## src/rtl/core/dd_odo_pkg.sv

```systemverilog
// ----------------------------------------------------------------------------
// dd_odo_pkg
// shared types, constants and tables of the two-wheel odometry core
// ----------------------------------------------------------------------------
package dd_odo_pkg;

    // serial multiplier: 64-bit multiplicand, 32-bit multiplier
    localparam int MUL_AW = 64;
    localparam int MUL_BW = 32;
    localparam int MUL_PW = MUL_AW + MUL_BW;

    // serial divider: 64-bit operands, shift up to 63, step count up to 127
    localparam int DIV_W   = 64;
    localparam int DIV_SHW = 6;
    localparam int DIV_CW  = 7;

    localparam int CFG_IDX_W = 1;
    localparam logic [CFG_IDX_W-1:0] CFG_LENGTH_PER_TICK = 1'b0;
    localparam logic [CFG_IDX_W-1:0] CFG_TRACK_WIDTH     = 1'b1;

    localparam logic [1:0] KIND_UPDATE      = 2'd0;
    localparam logic [1:0] KIND_START       = 2'd1;
    localparam logic [1:0] KIND_SET_HEADING = 2'd2;

    localparam logic signed [63:0] ONE_Q30        = 64'sd1073741824;
    localparam logic [31:0]        CORDIC_GAIN    = 32'd652032874;
    localparam logic [31:0]        INV_TWO_PI_Q32 = 32'd683565276;
    localparam logic [63:0]        I64_MAX        = 64'h7FFF_FFFF_FFFF_FFFF;

    typedef struct packed {
        logic              start;
        logic [MUL_AW-1:0] a;
        logic [MUL_BW-1:0] b;
    } mul_req_t;

    typedef struct packed {
        logic              done;
        logic [MUL_PW-1:0] product;
    } mul_rsp_t;

    typedef struct packed {
        logic               start;
        logic [DIV_W-1:0]   num;
        logic [DIV_SHW-1:0] sh;
        logic [DIV_W-1:0]   den;
    } div_req_t;

    typedef struct packed {
        logic             done;
        logic [DIV_W-1:0] quotient;
    } div_rsp_t;

    // atan(2^-i) in binary angle units, 2^32 per turn
    function automatic logic [29:0] atan_entry(input logic [4:0] idx);
        logic [29:0] v;
        case (idx)
            5'd0:  v = 30'd536870912;
            5'd1:  v = 30'd316933406;
            5'd2:  v = 30'd167458907;
            5'd3:  v = 30'd85004756;
            5'd4:  v = 30'd42667331;
            5'd5:  v = 30'd21354465;
            5'd6:  v = 30'd10679838;
            5'd7:  v = 30'd5340245;
            5'd8:  v = 30'd2670163;
            5'd9:  v = 30'd1335087;
            5'd10: v = 30'd667544;
            5'd11: v = 30'd333772;
            5'd12: v = 30'd166886;
            5'd13: v = 30'd83443;
            5'd14: v = 30'd41721;
            5'd15: v = 30'd20860;
            5'd16: v = 30'd10430;
            5'd17: v = 30'd5215;
            5'd18: v = 30'd2607;
            5'd19: v = 30'd1303;
            5'd20: v = 30'd651;
            5'd21: v = 30'd325;
            5'd22: v = 30'd162;
            5'd23: v = 30'd81;
            5'd24: v = 30'd40;
            5'd25: v = 30'd20;
            5'd26: v = 30'd10;
            5'd27: v = 30'd5;
            5'd28: v = 30'd2;
            5'd29: v = 30'd1;
            default: v = 30'd0;
        endcase
        return v;
    endfunction

endpackage

```

## src/rtl/core/dd_odo_div.sv

```systemverilog
// ----------------------------------------------------------------------------
// dd_odo_div
// bit-serial restoring divider, floor(num * 2^sh / den) saturated to 2^63-1
// ----------------------------------------------------------------------------
module dd_odo_div
    import dd_odo_pkg::*;
(
    input  logic     aclk,
    input  logic     aresetn,
    input  div_req_t req,
    output div_rsp_t rsp
);

    logic [DIV_W-1:0]  num_reg;
    logic [DIV_W-1:0]  den_reg;
    logic [DIV_W-1:0]  rem_reg;
    logic [DIV_W-1:0]  quo_reg;
    logic              sat_reg;
    logic [DIV_CW-1:0] cnt_reg;
    logic [DIV_CW-1:0] last_reg;
    logic              busy_reg;
    logic              done_reg;
    logic [DIV_W:0]    shifted;
    logic [DIV_W:0]    diff_next;
    logic              fits;

    // one numerator bit enters the partial remainder per cycle
    assign shifted   = {rem_reg, num_reg[DIV_W-1]};
    assign diff_next = shifted - {1'b0, den_reg};
    assign fits      = shifted >= {1'b0, den_reg};

    always_ff @(posedge aclk) begin
        if (!aresetn) begin
            busy_reg <= 1'b0;
            done_reg <= 1'b0;
            cnt_reg  <= '0;
        end else begin
            done_reg <= 1'b0;
            if (req.start) begin
                busy_reg <= 1'b1;
                cnt_reg  <= '0;
            end else if (busy_reg) begin
                cnt_reg <= cnt_reg + 1'b1;
                if (cnt_reg == last_reg) begin
                    busy_reg <= 1'b0;
                    done_reg <= 1'b1;
                end
            end
        end
    end

    always_ff @(posedge aclk) begin
        if (req.start) begin
            num_reg  <= req.num;
            den_reg  <= req.den;
            rem_reg  <= '0;
            quo_reg  <= '0;
            sat_reg  <= 1'b0;
            last_reg <= DIV_CW'(DIV_W - 1) + DIV_CW'(req.sh);
        end else if (busy_reg) begin
            num_reg <= num_reg << 1;
            rem_reg <= fits ? diff_next[DIV_W-1:0] : shifted[DIV_W-1:0];
            quo_reg <= {quo_reg[DIV_W-2:0], fits};
            sat_reg <= sat_reg | (|quo_reg[DIV_W-1:DIV_W-2]);
        end
    end

    assign rsp.done     = done_reg;
    assign rsp.quotient = (sat_reg || quo_reg[DIV_W-1]) ? I64_MAX : quo_reg;

endmodule

```

## config.mk

```make
export PLATFORM = sky130hd
export DESIGN_NAME = dd_odo_div
export DESIGN_NICKNAME = d
export VERILOG_FILES = /design/src/rtl/core/dd_odo_pkg.sv /design/src/rtl/core/dd_odo_div.sv
export SDC_FILE = /design/constraint.sdc
export NUM_CORES = 1
export LEC_CHECK = 0
export ABC_AREA = 1
export CORE_MARGIN = 2
export CORE_UTILIZATION = 65
export CTS_BUF_LIST = sky130_fd_sc_hd__clkbuf_16
export DETAILED_ROUTE_END_ITERATION = 8
export DONT_BUFFER_PORTS = 1
export PLACE_DENSITY = 0.84
export SLEW_MARGIN = 20
export SYNTH_ARGS = -nofsm -noshare
export SYNTH_HDL_FRONTEND = slang
export SYNTH_SLANG_ARGS = --single-unit
export TNS_END_PERCENT = 50
```

## constraint.sdc

```tcl
create_clock -name aclk -period 4.3 [get_ports aclk]
set_input_delay 0.43 -clock aclk [delete_from_list [all_inputs] [get_ports aclk]]
set_output_delay 0.43 -clock aclk [all_outputs]
set_load 0.02 [all_outputs]
```

# After elaboration in Yosys (flattened, before gate mapping)
# Index checks and enable logic that the tools add are counted.
# Widths: inputs -> output; s select.
dict set report totals {
  inputBits 137
  ff_bits 273
}
dict set report classes {
  order_cmp 1
  n_reduce_logical 5
  n_eq_ne 1
  n_bitwise 3
  n_addsub 3
  n_mux 8
}
# operator count
set ops {}
lappend ops {{$mux 64} 4}
lappend ops {{$ge 65x64->1} 1}
lappend ops {{$sub 64x64->64} 1}
lappend ops {{$add 6x6->7 const A} 1}
lappend ops {{$add 7x1->7 const B} 1}
lappend ops {{$eq 7x7->1} 1}
lappend ops {{$mux 1} 4}
lappend ops {{$reduce_or 2->1} 2}
lappend ops {{$reduce_or 3->1} 1}
lappend ops {{$not 1->1} 2}
lappend ops {{$reduce_bool 2->1} 1}
lappend ops {{$logic_or 1x1->1} 1}
lappend ops {{$or 1x1->1} 1}

# Depth between registers and ports, before layout
dict set report logic_depth {
  word_depth 4
  ltp_mapped 19
  ltp_nobuf 19
}

# Worst setup path before layout
# Ideal clock, no wire load.
dict set report synth_timing {
  path_kind {input-to-reg}
  start {input req[134] (netlist bit)}
  end {register num_reg[0], enable pin}
  setup_slack_ns 1.263
  n_path_buf 1
  t_arrival_ns 2.584
  stages 3
  required_ns 3.846
  setup_ns 0.454
  cell_sequence {nor2_1 -> inv_2 -> clkbuf_1}
}
dict set report synth_between {
  elab_chain_cells 1
}
# item line_no
set synth_lines {}
lappend synth_lines {{start, declared} dd_odo_div.sv:10} ;# input div_req_t req,
lappend synth_lines {{$reduce_bool 2->1 (no source line)} --}
lappend synth_lines {{end signal, assigned} dd_odo_div.sv:54} ;# num_reg <= req.num;
lappend synth_lines {{end signal, assigned} dd_odo_div.sv:61} ;# num_reg <= num_reg << 1;
lappend synth_lines {{end, declared} dd_odo_div.sv:14} ;# logic [DIV_W-1:0] num_reg;
# Every way passes these cells.
# A chain may end at the register's enable or synchronous reset.

# Worst setup path after layout
dict set report layout_timing {
  start {register den_reg[44]}
  end {register rem_reg[2]}
}
dict set report layout_between {
  elab_chain_cells 2
}
# item line_no
set layout_lines {}
lappend layout_lines {{start, declared} dd_odo_div.sv:15} ;# logic [DIV_W-1:0] den_reg;
lappend layout_lines {{start signal, assigned} dd_odo_div.sv:55} ;# den_reg <= req.den;
lappend layout_lines {{$ge 65x64->1} dd_odo_div.sv:30} ;# assign fits = shifted >= {1'b0, den_reg};
lappend layout_lines {{$mux 64} dd_odo_div.sv:62} ;# rem_reg <= fits ? diff_next[DIV_W-1:0] : shifted[DIV_W-1:0];
lappend layout_lines {{end signal, assigned} dd_odo_div.sv:62}
lappend layout_lines {{end, declared} dd_odo_div.sv:16} ;# logic [DIV_W-1:0] rem_reg;
# Every way passes these cells.

==> results.py <==
metrics = {
    "sta": {
        "rsz0062_at_grt": "false",
        "fmax_mhz": 316,
        "layout_min_cycle_time_ns": 3.17,
        "hold_ws_ns": 0.0142,
        "period_share_pct": 73.6,
        "slew_viol_final": 0,
        "hold_violations": 0,
        "setup_viol": 0,
        "fin_worst_skew_ns": 0.0292,
        "worst_pin_slew_ns": 1.02,
        "slew_headroom_pct": 31.7,
        "finalSetupTns_ns": 0,
    },
    "hold_path": {
        "min_path_cells": 2,
        "hold_class": "in -> reg",
        "min_from": "aresetn",
        "hold_path_end": "busy_reg$_SDFF_PN0_",
    },
    "drt": {
        "wl_um": 47200,
        "drc": 0,
        "drt-initial-drc-count": 1546,
        "firstDrtPassIters": 6,
        "wl_met3_um": 3720,
        "met2_length_um": 22300,
        "post_drt_wl_per_cell_um": 16.8,
        "top_layer": "met4",
        "vias": 15300,
        "wl_met1_um": 20000,
        "antenna_left": 0,
        "viasPerCell": 5.43,
    },
    "final_layout": {
        "areaGrowthSynthToFinish_pct": 10.8,
        "antenna_cells": 0,
        "drive_above_1_share_pct": 4.47,
        "final_area_um2": 18300,
        "nFillCells": 1978,
        "ff_latch_area_um2": 6820,
        "nets": 2665,
        "instances_no_fill": 2814,
        "multi_input_area_um2": 7710,
    },
    "global_routing": {
        "grt_util_all_layers_pct": 34.9,
        "grt_max_degree": 84,
        "antenna_found_initial": 0,
        "grt_pass1_vias": 14800,
        "overflow": 0,
        "grt_pass1_wl_um": 74000,
    },
    "synth": {
        "netlist_instances": 2419,
        "yosysWarnings": 0,
        "synth_nets": 2623,
        "yosysMostFrequentCell": "nand2_1",
        "post-synth-top-area-cell": "edfxtp_1",
        "ys_ff_latch": 273,
        "syn_avg_cell_area_um2": 6.82,
        "async_flop_share_pct": 0,
        "yosys.area.top_type_share_pct": 24.6,
        "synth_ff_type": "dfxtp_1",
        "seq_area_frac_synth_pct": 41.3,
        "synth_edf_count": 135,
        "synth_common_cells": "nand2_1 (908), inv_1 (438), nor2_1 (212)",
        "synth_area_leaders": "edfxtp_1 (25%), nand2_1 (21%), dfxtp_1 (17%)",
        "syn_area_um2": 16500,
        "synth_cell_types": 49,
    },
    "critical_path": {
        "rr_worst_depth": 16,
        "critical_path_class": "reg -> reg",
        "reg2reg_to": "rem_reg[2]$_SDFFE_PP0P_",
        "cp-end-kind": "flip-flop",
        "reg2reg_slack_ns": 1.13,
        "worstPathRequired_ns": 4.77,
        "crit_arrival_ns": 3.64,
        "reg2reg_from": "den_reg[44]$_DFFE_PP_",
        "cp_max_fo": 39,
        "startpoint_type": "flip-flop",
    },
    "power": {
        "power.density_nw_per_um2": 316,
        "p_int_mw": 4.29,
        "p_total_mw": 5.78,
        "p_comb_share_pct": 9.5,
        "switchingPower_mw": 1.49,
        "ir_drop_mv": 0.454,
        "p_sw_share_pct": 25.7,
        "power_frac_clock_pct": 40.0,
        "pwr-share-seq_pct": 50.5,
        "p_leak_nw": 9.43,
    },
    "floorplan": {
        "start_util_pct": 65.9,
        "coreArea_um2": 25000,
        "die_h_um": 163,
        "dieArea_um2": 26700,
        "placementRows": 58,
        "die_w_um": 163,
        "pin_count": 202,
    },
    "place": {
        "placed_cell_area_um2": 16700,
        "gp_congestion": 1.01,
        "placedCellCount": 2692,
        "io_buffers": 0,
        "dp.final_hpwl_um": 33600,
    },
    "cts": {
        "postCtsSetupBuffers": 0,
        "cts_tree": "yes",
        "cts.reportedPaths.clkPinSlew_ns": 0.07,
        "clock_path_buffers": 3,
        "cts-root-buf": "clkbuf_16",
        "clk_latency_ns": 0.59,
        "cts_made_buffers": 29,
        "cts.sinks": 273,
        "htreeDepth": 1,
    },
    "status": {
        "status": "complete, no violations",
    },
    "flow_run": {
        "maxCapViolations": 0,
    },
}
==> stage by stage <==
step	setup WS, ns	utilization, %
2_1_floorplan	1.26	-
3_3_place_gp	1.22	66.7
3_5_place_dp	1.19	66.7
4_1_cts	1.14	72.9
5_1_grt	0.957	73.0
6_report	1.13	73.0
==> metal layers <==
layer / global-route usage, % / vias up
li1: - / 7571
met1: 45.5 / 7018
met2: 60.0 / 603
met3: 5.99 / 90
met4: 9.33 / 0
met5: 0 / -
==> cells by family after synthesis <==
| family | Yosys count | synth area share [%] |
|---|---|---|
| AO/OA/AOI/OAI | 205 | 7.13 |
| XOR/XNOR | 31 | 1.65 |
| adder cells (fa/ha/maj) | 67 | 5.13 |
| buffers and inverters | 513 | 12.0 |
| flip-flops | 273 | 41.3 |
| other | 1 | 0.0227 |
| AND/OR/NAND/NOR | 1329 | 32.7 |
==> power by group through the flow <==
stage	sequential [mW]	clock, mW	combinational (mW)
3_5_place_dp	2.97	0	0.465
6_report	2.91	2.31	0.551
4_1_cts	2.91	2.31	0.538
3_3_place_gp	2.96	0	0.454
2_1_floorplan	2.96	0	0.372
5_1_grt	2.92	2.41	0.611
==> placed cells by master, fill, tap and decap left out, drive strengths merged, types with 2 or more instances in the layout <==
cell type	instances
nand2	920
clkinv	16
or2	4
o21bai	12
inv	454
clkbuf	29
o21ai	57
dlygate4sd3	66
xor2	8
nor4	2
nand4	20
xnor2	23
dfxtp	138
nor3	11
a21oi	64
nand3	125
nand3b	3
clkinvlp	3
o211ai	5
buf	10
nor2	240
o22ai	62
ha	66
edfxtp	135
==> how the worst max path moves through the flow <==
stage                                startpoint                       end  cells past startpoint
final                     den_reg[44]$_DFFE_PP_   rem_reg[2]$_SDFFE_PP0P_                     16
after global routing      den_reg[44]$_DFFE_PP_  rem_reg[13]$_SDFFE_PP0P_                     16
after CTS                 den_reg[44]$_DFFE_PP_  rem_reg[48]$_SDFFE_PP0P_                     16
after detailed placement  den_reg[44]$_DFFE_PP_   rem_reg[1]$_SDFFE_PP0P_                     16
after global placement    den_reg[44]$_DFFE_PP_  rem_reg[44]$_SDFFE_PP0P_                     16
after floorplan                        req[134]  num_reg[0]$_SDFFCE_PN0P_                      3
==> what timing repair did <==
item | CTS | global route
hold buffers | 67 | 0
endpoints found under the hold margin | 141 | 0
resized for setup | 0 | 0
==> area by class of cell <==
| cell class | instances | share of cell area, % |
|---|---|---|
| Multi-Input combinational cell | 1633 | 42.2 |
| Sequential cell | 273 | 37.3 |
| Inverter | 448 | 9.23 |
| Timing Repair Buffer | 76 | 4.27 |
| Clock buffer | 29 | 3.97 |
| Tap cell | 330 | 2.26 |
| Clock inverter | 25 | 0.767 |
==> worst max-delay path, cell delays in order (launching register included) <==
cell and delay (ns):
edfxtp_1 0.32, inv_1 0.04, ha_1 0.36, nand2_1 0.09
nand2_1 0.11, inv_1 0.08, nand2_1 0.12, a21oi_2 0.18
nand2_1 0.09, nand2_1 0.06, nand2_1 0.08, nor2_4 0.40
nand2_8 0.26, inv_4 0.46, nand2_1 0.14, nand3_1 0.11
o21ai_0 0.08
No activity file was read; power rests on OpenSTA's default activity.
