--- config.mk ---
export PLATFORM = sky130hd
export DESIGN_NAME = dd_odo_mul
export DESIGN_NICKNAME = d
export VERILOG_FILES = /design/src/rtl/core/dd_odo_pkg.sv /design/src/rtl/core/dd_odo_mul.sv
export SDC_FILE = /design/constraint.sdc
export NUM_CORES = 1
export LEC_CHECK = 0
export BUFFER_PORTS_ARGS = -buffer_cell sky130_fd_sc_hd__buf_4
export CAP_MARGIN = 40
export CORE_UTILIZATION = 45
export DETAILED_ROUTE_END_ITERATION = 6
export HOLD_SLACK_MARGIN = 0.02
export PLACE_DENSITY = 0.69
export RECOVER_POWER = 100
export SETUP_SLACK_MARGIN = 0.02
export SYNTH_ARGS = -nofsm -noshare
export SYNTH_HDL_FRONTEND = slang
export SYNTH_SLANG_ARGS = --single-unit
--- constraint.sdc ---
create_clock -name aclk -period 3.3 [get_ports aclk]
set_input_delay 0.66 -clock aclk [delete_from_list [all_inputs] [get_ports aclk]]
set_output_delay 0.66 -clock aclk [all_outputs]
set_load 0.005 [all_outputs]
--- src/rtl/core/dd_odo_pkg.sv ---
// ----------------------------------------------------------------------------
// dd_odo_pkg
// shared types, constants and tables of the two-wheel odometry core
// ----------------------------------------------------------------------------
package dd_odo_pkg;

    // serial multiplier: 64-bit multiplicand, 32-bit multiplier
    localparam int MUL_AW = 64;
    localparam int MUL_BW = 32;
    localparam int MUL_PW = MUL_AW + MUL_BW;

    // serial divider: 64-bit operands, shift up to 63, step count up to 127
    localparam int DIV_W   = 64;
    localparam int DIV_SHW = 6;
    localparam int DIV_CW  = 7;

    localparam int CFG_IDX_W = 1;
    localparam logic [CFG_IDX_W-1:0] CFG_LENGTH_PER_TICK = 1'b0;
    localparam logic [CFG_IDX_W-1:0] CFG_TRACK_WIDTH     = 1'b1;

    localparam logic [1:0] KIND_UPDATE      = 2'd0;
    localparam logic [1:0] KIND_START       = 2'd1;
    localparam logic [1:0] KIND_SET_HEADING = 2'd2;

    localparam logic signed [63:0] ONE_Q30        = 64'sd1073741824;
    localparam logic [31:0]        CORDIC_GAIN    = 32'd652032874;
    localparam logic [31:0]        INV_TWO_PI_Q32 = 32'd683565276;
    localparam logic [63:0]        I64_MAX        = 64'h7FFF_FFFF_FFFF_FFFF;

    typedef struct packed {
        logic              start;
        logic [MUL_AW-1:0] a;
        logic [MUL_BW-1:0] b;
    } mul_req_t;

    typedef struct packed {
        logic              done;
        logic [MUL_PW-1:0] product;
    } mul_rsp_t;

    typedef struct packed {
        logic               start;
        logic [DIV_W-1:0]   num;
        logic [DIV_SHW-1:0] sh;
        logic [DIV_W-1:0]   den;
    } div_req_t;

    typedef struct packed {
        logic             done;
        logic [DIV_W-1:0] quotient;
    } div_rsp_t;

    // atan(2^-i) in binary angle units, 2^32 per turn
    function automatic logic [29:0] atan_entry(input logic [4:0] idx);
        logic [29:0] v;
        case (idx)
            5'd0:  v = 30'd536870912;
            5'd1:  v = 30'd316933406;
            5'd2:  v = 30'd167458907;
            5'd3:  v = 30'd85004756;
            5'd4:  v = 30'd42667331;
            5'd5:  v = 30'd21354465;
            5'd6:  v = 30'd10679838;
            5'd7:  v = 30'd5340245;
            5'd8:  v = 30'd2670163;
            5'd9:  v = 30'd1335087;
            5'd10: v = 30'd667544;
            5'd11: v = 30'd333772;
            5'd12: v = 30'd166886;
            5'd13: v = 30'd83443;
            5'd14: v = 30'd41721;
            5'd15: v = 30'd20860;
            5'd16: v = 30'd10430;
            5'd17: v = 30'd5215;
            5'd18: v = 30'd2607;
            5'd19: v = 30'd1303;
            5'd20: v = 30'd651;
            5'd21: v = 30'd325;
            5'd22: v = 30'd162;
            5'd23: v = 30'd81;
            5'd24: v = 30'd40;
            5'd25: v = 30'd20;
            5'd26: v = 30'd10;
            5'd27: v = 30'd5;
            5'd28: v = 30'd2;
            5'd29: v = 30'd1;
            default: v = 30'd0;
        endcase
        return v;
    endfunction

endpackage

--- src/rtl/core/dd_odo_mul.sv ---
// ----------------------------------------------------------------------------
// dd_odo_mul
// bit-serial unsigned multiplier, one multiplier bit per cycle
// ----------------------------------------------------------------------------
module dd_odo_mul
    import dd_odo_pkg::*;
(
    input  logic     aclk,
    input  logic     aresetn,
    input  mul_req_t req,
    output mul_rsp_t rsp
);

    localparam int CNT_W = $clog2(MUL_BW + 1);

    logic [MUL_AW-1:0] a_reg;
    logic [MUL_BW-1:0] b_reg;
    logic [MUL_PW-1:0] acc_reg;
    logic [CNT_W-1:0]  cnt_reg;
    logic              busy_reg;
    logic              done_reg;
    logic [MUL_AW:0]   part_next;

    // add the multiplicand into the upper half, then shift right one bit
    assign part_next = {1'b0, acc_reg[MUL_PW-1:MUL_BW]}
                     + (b_reg[0] ? {1'b0, a_reg} : {(MUL_AW+1){1'b0}});

    always_ff @(posedge aclk) begin
        if (!aresetn) begin
            busy_reg <= 1'b0;
            done_reg <= 1'b0;
            cnt_reg  <= '0;
        end else begin
            done_reg <= 1'b0;
            if (req.start) begin
                busy_reg <= 1'b1;
                cnt_reg  <= '0;
            end else if (busy_reg) begin
                cnt_reg <= cnt_reg + 1'b1;
                if (cnt_reg == CNT_W'(MUL_BW - 1)) begin
                    busy_reg <= 1'b0;
                    done_reg <= 1'b1;
                end
            end
        end
    end

    always_ff @(posedge aclk) begin
        if (req.start) begin
            a_reg   <= req.a;
            b_reg   <= req.b;
            acc_reg <= '0;
        end else if (busy_reg) begin
            acc_reg <= {part_next, acc_reg[MUL_BW-1:1]};
            b_reg   <= b_reg >> 1;
        end
    end

    assign rsp.done    = done_reg;
    assign rsp.product = acc_reg;

endmodule

# --- Word level (Yosys, flattened, before mapping) ---
# Index checks and enable logic that the tools add are counted.
op_classes:
  n_addsub: 2
  n_mul: 0
  div: 0
  order_cmp: 0
  n_eq_ne: 1
  shift: 0
  mux: 7
  bitwise: 2
  n_reduce_logical: 3
ops:
  columns: ["op", "count"]
  rows:
  - ["$add 64x64->65", 1]
  - ["$mux 32", 2]
  - ["$mux 64", 1]
  - ["$add 6x1->6 const B", 1]
  - ["$eq 6x5->1 const B", 1]
  - ["$mux 1", 4]
  - ["$reduce_or 3->1", 1]
  - ["$not 1->1", 2]
  - ["$reduce_bool 2->1", 1]
  - ["$reduce_or 2->1", 1]
word_totals:
  reg_bits: 200
  latch_bits: 0
  mem_bits_rw: 0
  mem_bits_ro: 0
  in_bits: 99
  output_inout_bits: 97
  wordCells: 21
  memories: 0

# --- Depth between registers and ports, before layout ---
# Gate-level depths: netlist of the first run.
logic_depth:
  depth_word: 4
  mapped_depth: 15
  depth_no_buf: 13

# --- Least setup slack after synthesis of the first run ---
# OpenSTA, ideal clock, no wires.
synth_timing:
  kind: "register -> register"
  startpoint: "register b_reg[0]"
  endpoint: "register acc_reg[87]"
  setup_time_ps: 123
  arrival_ps: 3182
  required_time_ps: 3177
  setup_slack_ps: -5
  path_stages_with_launch: 15
  n_path_buf: 1
  period_less_slack_ps: 3305
  cell_sequence: "edfxtp_1 clkbuf_1 and2_1 ha_1 fa_1 a21o_2 a221o_2 a31oi_2 nand4_2 a32oi_2 o211a_4 o31ai_4 a211oi_2 xor2_1 a211oi_2"
synth_between:
  elab_chain_cells: 2
synth_rtl:
  columns: ["element", "line_no", "text"]
  rows:
  - ["from (decl)", "dd_odo_mul.sv:17", "logic [MUL_BW-1:0] b_reg;"]
  - ["from (signal assigned)", "dd_odo_mul.sv:51", "b_reg <= req.b;"]
  - ["from (signal assigned)", "dd_odo_mul.sv:55", "b_reg <= b_reg >> 1;"]
  - ["$mux 64", "dd_odo_mul.sv:26", "+ (b_reg[0] ? {1'b0, a_reg} : {(MUL_AW+1){1'b0}});"]
  - ["$add 64x64->65", "dd_odo_mul.sv:26", null]
  - ["to (signal assigned)", "dd_odo_mul.sv:54", "acc_reg <= {part_next, acc_reg[MUL_BW-1:1]};"]
  - ["to (decl)", "dd_odo_mul.sv:18", "logic [MUL_PW-1:0] acc_reg;"]
# No other way between the ends.
# A chain may end at the register's enable or synchronous reset.

# --- Final worst setup path of the first run ---
# Same ends and word-level chain as after synthesis.

==> run_results.csv, run 1 <==
group,metric,value,unit
outcome,result_of_the_run,"finished, violations left",
outcome,failing_checks,"capacitance limit, slew limit, setup timing",
yosys,synth_warnings,0,
floorplan,rows,57,
clock_network,cts.reportedPaths.clkPinSlew,0.09,ns
clock_network,clock-root-buffer,"clkbuf_16",
layout,layout.nets,1547,
worst_setup_path,cp-start-kind,"flip-flop",
clock_network,h-tree-depth,4,
grt,initial_antenna_violation_count,0,
worst_setup_path,critPathCaptureType,"flip-flop",
route,via_count,9165,
yosys,post_synthesis_sequential_area_ratio,44.5,%
power,net-switching-power,2.02,mW
sta,hold_viol_final,0,
route,post_detailed_route_count_of_antenna_violating_nets,0,
place,gp_routability_congestion,0.938,
power,pwr_density_cell,454,nW/µm²
worst_setup_path,worstPathMaxFanout,7,
yosys,post_synth_instance_area,11200,µm²
route,drt_wl_total,28600,µm
flow_run,max_cap_viol_count,1,
floorplan,fp.coreArea,24300,µm²
floorplan,design.die.area,25400,µm²
worst_setup_path,worst_r2r_path_depth,14,
hold_path,hold_removal_path_class,"in2reg",
power,p_total,6.63,mW
grt,grt_start_max_net_pins,94,
power,p_int,4.61,mW
layout,area_taken_by_multi_input_logic_gates,6180,µm²
sta,setup_viol,1,
sta,final.setup.worst_slack,-0.0134,ns
sta,maxClockFrequency,302,MHz
yosys,post_synth_inst_count,1111,
sta,tightest_pin_transition,1.71,ns
clock_network,hold_buffers,0,
floorplan,start_util,45.9,%
clock_network,clkSinkCount,200,
power,proportion_of_total_power_due_to_net_switching,30.5,%
layout,layout-drive-gt1-share,32.1,%
yosys,postSynth.asyncResetShare,0,%
yosys,postSynthRegisterBits,200,
layout,area_growth_syn_to_layout,30.8,%
floorplan,die_y,159,µm
layout,fillers,2052,
layout,number_of_flip_flops_under_the_largest_register_name,96,
grt,grt_remaining_overflow,0,
route,routed_wire_length_per_instance,16.6,µm
route,route.detailed.drc,0,
layout,n_antenna_cell,0,
worst_setup_path,worst-endpoint-arrival,3.63,ns
route,viasPerCell,5.33,
yosys,top_reg_cell_synth,"dfxtp_1",
power,cellLeakagePower,6.15,nW
sta,rsz_0062_raised_after_global_routing,"true",
route,drt_pre_antenna_iters,5,
clock_network,clock_tree.buffer_depth,2,
sta,layout_min_cycle_time,3.31,ns
layout,commonest_non_fill_non_tap_cells_in_the_layout,"149 x clkbuf_4, 143 x buf_4, 111 x nor2_1",
power,pwr-share-comb,22.2,%
worst_setup_path,path_class,"reg2reg",
floorplan,chipWidth,159,µm
layout,layout_commonest_cell,"clkbuf_4",
yosys,syn-num-nets,1276,
place,post-dp-hpwl,20900,µm
hold_path,worst_hold_path.num_cells,1,
sta,min_period_over_period,100,%
worst_setup_path,worst-endpoint-required,3.62,ns
worst_setup_path,crit_path_frequent_cell,"a211oi_2",
clock_network,cts-buffers-inserted,17,
route,drt_iter0_drc,559,
grt,grt_pass1_wl,46100,µm
layout,sequential_cell_area,4960,µm²
worst_setup_path,crit_slowest_cell,"edfxtp_1",
sta,slew_violations,29,
grt,grt_use_total,22.6,%
clock_network,clkLatencyLatePin,0.45,ns
yosys,avgSynthCellArea,10.0,µm²
yosys,synth.lib_cells_used.distinct,66,
clock_network,cts_tree,"yes",
yosys,synth-edff-count,96,
sta,fin_worst_skew,0.0162,ns
grt,number_of_global_route_vias_before_repair,9104,
place,worst_setup_timing_slack_at_the_placement_stage,-0.0672,ns
worst_setup_path,critical_path.cell_chain,"buf_4, and2_4, fa_2, a21o_2, a221o_2, buf_6, a31oi_4, nand4_4, a32oi_4, o211a_4, o31ai_4, a211oi_2, xor2_1, a211oi_2",
place,portBuffers,195,
power,clkPwrFrac,34.0,%
worst_setup_path,slowest_delay,0.39,ns
floorplan,pin_count,196,
sta,relSlewSlack,-14.0,%
power,ir_drop_worst_vdd,0.352,mV
power,relative_contribution_of_sequential_cells_to_total_power,43.8,%
==> through the flow <==
stage / hold WS, ns / instances / instance area [µm²] / utilization [%] / TNS [ns]
after global routing: 0.376 / 1719 / 14600 / 60.0 / -1.14
after detailed placement: 0.467 / 1679 / 13600 / 55.8 / -0.195
after global placement: 0.463 / 1679 / 13600 / 55.8 / 0
final: 0.402 / 1719 / 14600 / 60.0 / -0.0134
after CTS: 0.360 / 1713 / 14300 / 58.9 / -0.0613
after floorplan: 0.458 / 1111 / 11200 / - / 0
==> path summary, 6_finish.rpt <==
kind,slack (ns),start,to
worst min-delay path,0.40,req[34],a_reg[2]
worst max register to register,-0.01,b_reg[0],acc_reg[87]
worst max-delay path,-0.01,b_reg[0],acc_reg[87]
worst min register to register,0.47,acc_reg[73],acc_reg[73]
==> cell families (layout without fill, tap and decap cells) <==
family / Yosys count / in the layout / share of synthesized area [%]
mux: 100 / 100 / 9.32
fa+ha+maj: 66 / 66 / 7.47
flops: 200 / 200 / 44.5
simple gates: 349 / 349 / 15.4
xor+xnor: 64 / 64 / 5.03
buf+inv: 76 / 360 / 3.44
compound gates: 256 / 256 / 14.9
==> worst max-delay path: cells and delay by family, from the launching register on <==
family,cells,cell delay [ns]
fa+ha+maj,1,0.36
simple gates,2,0.28
buf+inv,2,0.31
compound gates,8,1.66
flops,1,0.39
xor+xnor,1,0.19
==> area by class of cell <==
cell class,count,area share [%]
flip-flops and latches,200,34.0
clock inverters,15,1.50
multi-input cells,835,42.4
repair buffers,313,16.0
clock buffers,17,2.92
inverters,15,0.386
well taps,324,2.78
==> routing by layer <==
layer | track usage [%] | vias up | wire length [µm]
li1 | - | 4540 | -
met1 | 29.8 | 4322 | 13000
met2 | 36.2 | 263 | 13200
met3 | 6.07 | 40 | 1850
met4 | 6.69 | 0 | 480
met5 | 0 | - | 0
==> cell usage after synthesis (31+ instances only) <==
master,n,area share [%]
nand2_1,76,2.6
ha_1,65,7.3
o21ai_0,55,2.5
mux2i_1,69,6.2
dfxtp_1,104,19
mux2_2,31,3.1
clkbuf_1,38,1.3
and2_1,66,3.7
edfxtp_1,96,26
xnor2_1,36,2.8
nor2_1,113,3.8
a21oi_1,89,4.0
==> timing repair <==
item	in CTS	in global routing
pin swaps	23	31
setup endpoints to repair	13	33
resized for setup	16	64
endpoints found under the hold margin	0	0
setup buffers	2	6
==> power groups by stage <==
stage	registers, mW	clock network [mW]	logic (mW)
floorplan	2.91	0	0.845
global placement	2.96	0	1.37
finish	2.90	2.25	1.47
CTS	2.90	2.29	1.43
detailed placement	2.95	0	1.40
global route	2.92	2.38	1.61
No activity file was read; power rests on OpenSTA's default activity.
==> run 2: changes to the inputs <==
Settings changed: CORE_MARGIN from default to 2, CTS_CLUSTER_SIZE from default to 20.
==> run_results.csv, run 2 (synthesis gave the netlist of run 1 again) <==
group,metric,value,unit
place,portBuffers,195,
floorplan,rows,57,
layout,layout-drive-gt1-share,32.7,%
grt,initial_antenna_violation_count,0,
outcome,failing_checks,"capacitance limit, slew limit",
layout,post-route-cell-area,14600,µm²
power,proportion_of_total_power_due_to_net_switching,29.9,%
worst_setup_path,worstPathMaxFanout,3,
sta,rsz_0062_raised_after_global_routing,"true",
grt,number_of_global_route_vias_before_repair,8934,
layout,layout.nets,1548,
worst_setup_path,cp-start-kind,"flip-flop",
outcome,result_of_the_run,"finished, violations left",
route,drt_wl_total,28400,µm
worst_setup_path,path_class,"reg2reg",
place,post_detailed_placement_cell_area,13600,µm²
clock_network,clkSinkCount,200,
worst_setup_path,crit_path_frequent_cell,"a211oi_2",
place,post-dp-hpwl,20500,µm
clock_network,cts-buffers-inserted,17,
worst_setup_path,internal_reg_to_reg_setup_slack,0.05,ns
sta,layout_min_cycle_time,3.25,ns
floorplan,fp.coreArea,24300,µm²
clock_network,clkLatencyLatePin,0.45,ns
hold_path,worst_hold_startpoint,"req[89]",
route,drt_iter0_drc,548,
hold_path,hold_removal_path_class,"in2reg",
floorplan,die_y,161,µm
sta,tightest_pin_transition,1.64,ns
grt,grt_pass1_wl,45500,µm
route,viasPerCell,5.35,
place,worst_setup_timing_slack_at_the_placement_stage,-0.128,ns
worst_setup_path,worst_r2r_path_depth,13,
power,net-switching-power,1.98,mW
floorplan,design.die.area,26100,µm²
worst_setup_path,slowest_delay,0.43,ns
route,routed_wire_length_per_instance,16.5,µm
clock_network,clock_tree.buffer_depth,2,
power,pwr-share-comb,22.3,%
clock_network,cts.reportedPaths.clkPinSlew,0.08,ns
worst_setup_path,critical_path.n_buffers_inverters,0,
sta,maxClockFrequency,308,MHz
worst_setup_path,crit_slowest_cell,"edfxtp_1",
sta,min_period_over_period,98.3,%
sta,final.setup.worst_slack,0.0550,ns
grt,grt_start_max_net_pins,79,
place,gp_routability_congestion,0.876,
clock_network,hold_buffers,0,
grt,grt_remaining_overflow,0,
clock_network,clock-root-buffer,"clkbuf_16",
grt,grt_use_total,21.5,%
sta,setup_viol,0,
layout,commonest_non_fill_non_tap_cells_in_the_layout,"146 x buf_4, 146 x clkbuf_4, 110 x nor2_1",
power,p_int,4.63,mW
hold_path,timing.hold.worst_endpoint,"a_reg[57]",
sta,hold_viol_final,0,
floorplan,chipWidth,161,µm
route,drt_pre_antenna_iters,5,
flow_run,max_cap_viol_count,1,
worst_setup_path,worst-endpoint-arrival,3.55,ns
layout,number_of_flip_flops_under_the_largest_register_name,96,
power,ir_drop_worst_vdd,0.262,mV
power,pwr_density_cell,451,nW/µm²
power,cellLeakagePower,6.13,nW
hold_path,worst_hold_path.num_cells,1,
floorplan,start_util,45.9,%
clock_network,cts_tree,"yes",
floorplan,pin_count,196,
power,relative_contribution_of_sequential_cells_to_total_power,44.0,%
layout,area_growth_syn_to_layout,31.3,%
worst_setup_path,regToRegEndpoint,"acc_reg[87]",
worst_setup_path,critical_path.cell_chain,"and2_4, ha_4, fa_2, a21o_2, a221o_2, a31oi_4, nand4_4, a32oi_4, o211a_4, o31ai_4, a211oi_2, xor2_1, a211oi_2",
power,clkPwrFrac,33.6,%
sta,fin_worst_skew,0.0153,ns
worst_setup_path,crit_cells,13,
route,via_count,9196,
worst_setup_path,worst_path_dominant_cell_family,"compound AO/OA/AOI/OAI gates",
route,route.detailed.drc,0,
sta,relSlewSlack,-9.41,%
route,post_detailed_route_count_of_antenna_violating_nets,0,
worst_setup_path,worst_r2r_startpoint,"b_reg[0]",
worst_setup_path,critPathCaptureType,"flip-flop",
clock_network,h-tree-depth,4,
sta,slew_violations,77,
worst_setup_path,worst-endpoint-required,3.61,ns
layout,n_antenna_cell,0,
-- run 2: cell count changes in the layout (fill, tap and decap cells not counted), moves of 4 or more --
cell and delta:
inv_12 -6, a21oi_1 -6, clkinv_8 +4, a21oi_2 +5
-- run 2: per-layer routing --
metal / global-route usage [%] / share of wire (%) / vias up
met3: 5.11 / 6.3 / 27
li1: - / - / 4554
met2: 34.0 / 46 / 243
met5: 0 / 0 / -
met1: 29.7 / 47 / 4372
met4: 5.68 / 1.4 / 0
-- run 2: worst max-delay path by stage --
stage | to | start | slack [ns]
floorplan | acc_reg[81] | b_reg[0] | 0.02
global placement | acc_reg[87] | b_reg[0] | -0.07
detailed placement | acc_reg[87] | b_reg[0] | -0.13
CTS | acc_reg[91] | b_reg[0] | 0.03
global route | acc_reg[81] | b_reg[0] | -0.07
finish | acc_reg[87] | b_reg[0] | 0.05
-- run 2: area by class of cell --
| class | instances | area [µm²] |
|---|---|---|
| clock inverter | 14 | 195 |
| clock buffer | 18 | 450 |
| tap | 324 | 405 |
| sequential | 200 | 4970 |
| inverter | 15 | 56.3 |
| fill | 2058 | 9680 |
| timing repair buffer | 314 | 2310 |
| multi-input combinational | 835 | 6260 |
-- run 2: repair_timing --
action / 4_1_cts / 5_1_grt
buffers inserted: 6 / 3
endpoints found under the setup margin: 14 / 31
pin swaps: 11 / 21
endpoints found under the hold margin: 0 / 0
resized for setup: 13 / 77
-- run 2: stage by stage --
step / hold slack (ns) / total power, mW / TNS, ns / utilization [%] / cells
2_1_floorplan: 0.458 / 3.76 / 0 / - / 1111
3_3_place_gp: 0.468 / 4.34 / -0.0920 / 55.8 / 1680
3_5_place_dp: 0.477 / 4.35 / -0.324 / 55.8 / 1680
4_1_cts: 0.366 / 6.61 / 0 / 59.0 / 1718
5_1_grt: 0.391 / 6.90 / -0.262 / 60.2 / 1720
6_report: 0.406 / 6.60 / 0 / 60.2 / 1720
-- run 2: power by group through the flow --
stage / clock network (mW) / registers (mW) / logic (mW)
finish: 2.22 / 2.91 / 1.48
global route: 2.35 / 2.93 / 1.62
CTS: 2.28 / 2.91 / 1.43
detailed placement: 0 / 2.96 / 1.40
global placement: 0 / 2.96 / 1.38
floorplan: 0 / 2.91 / 0.845
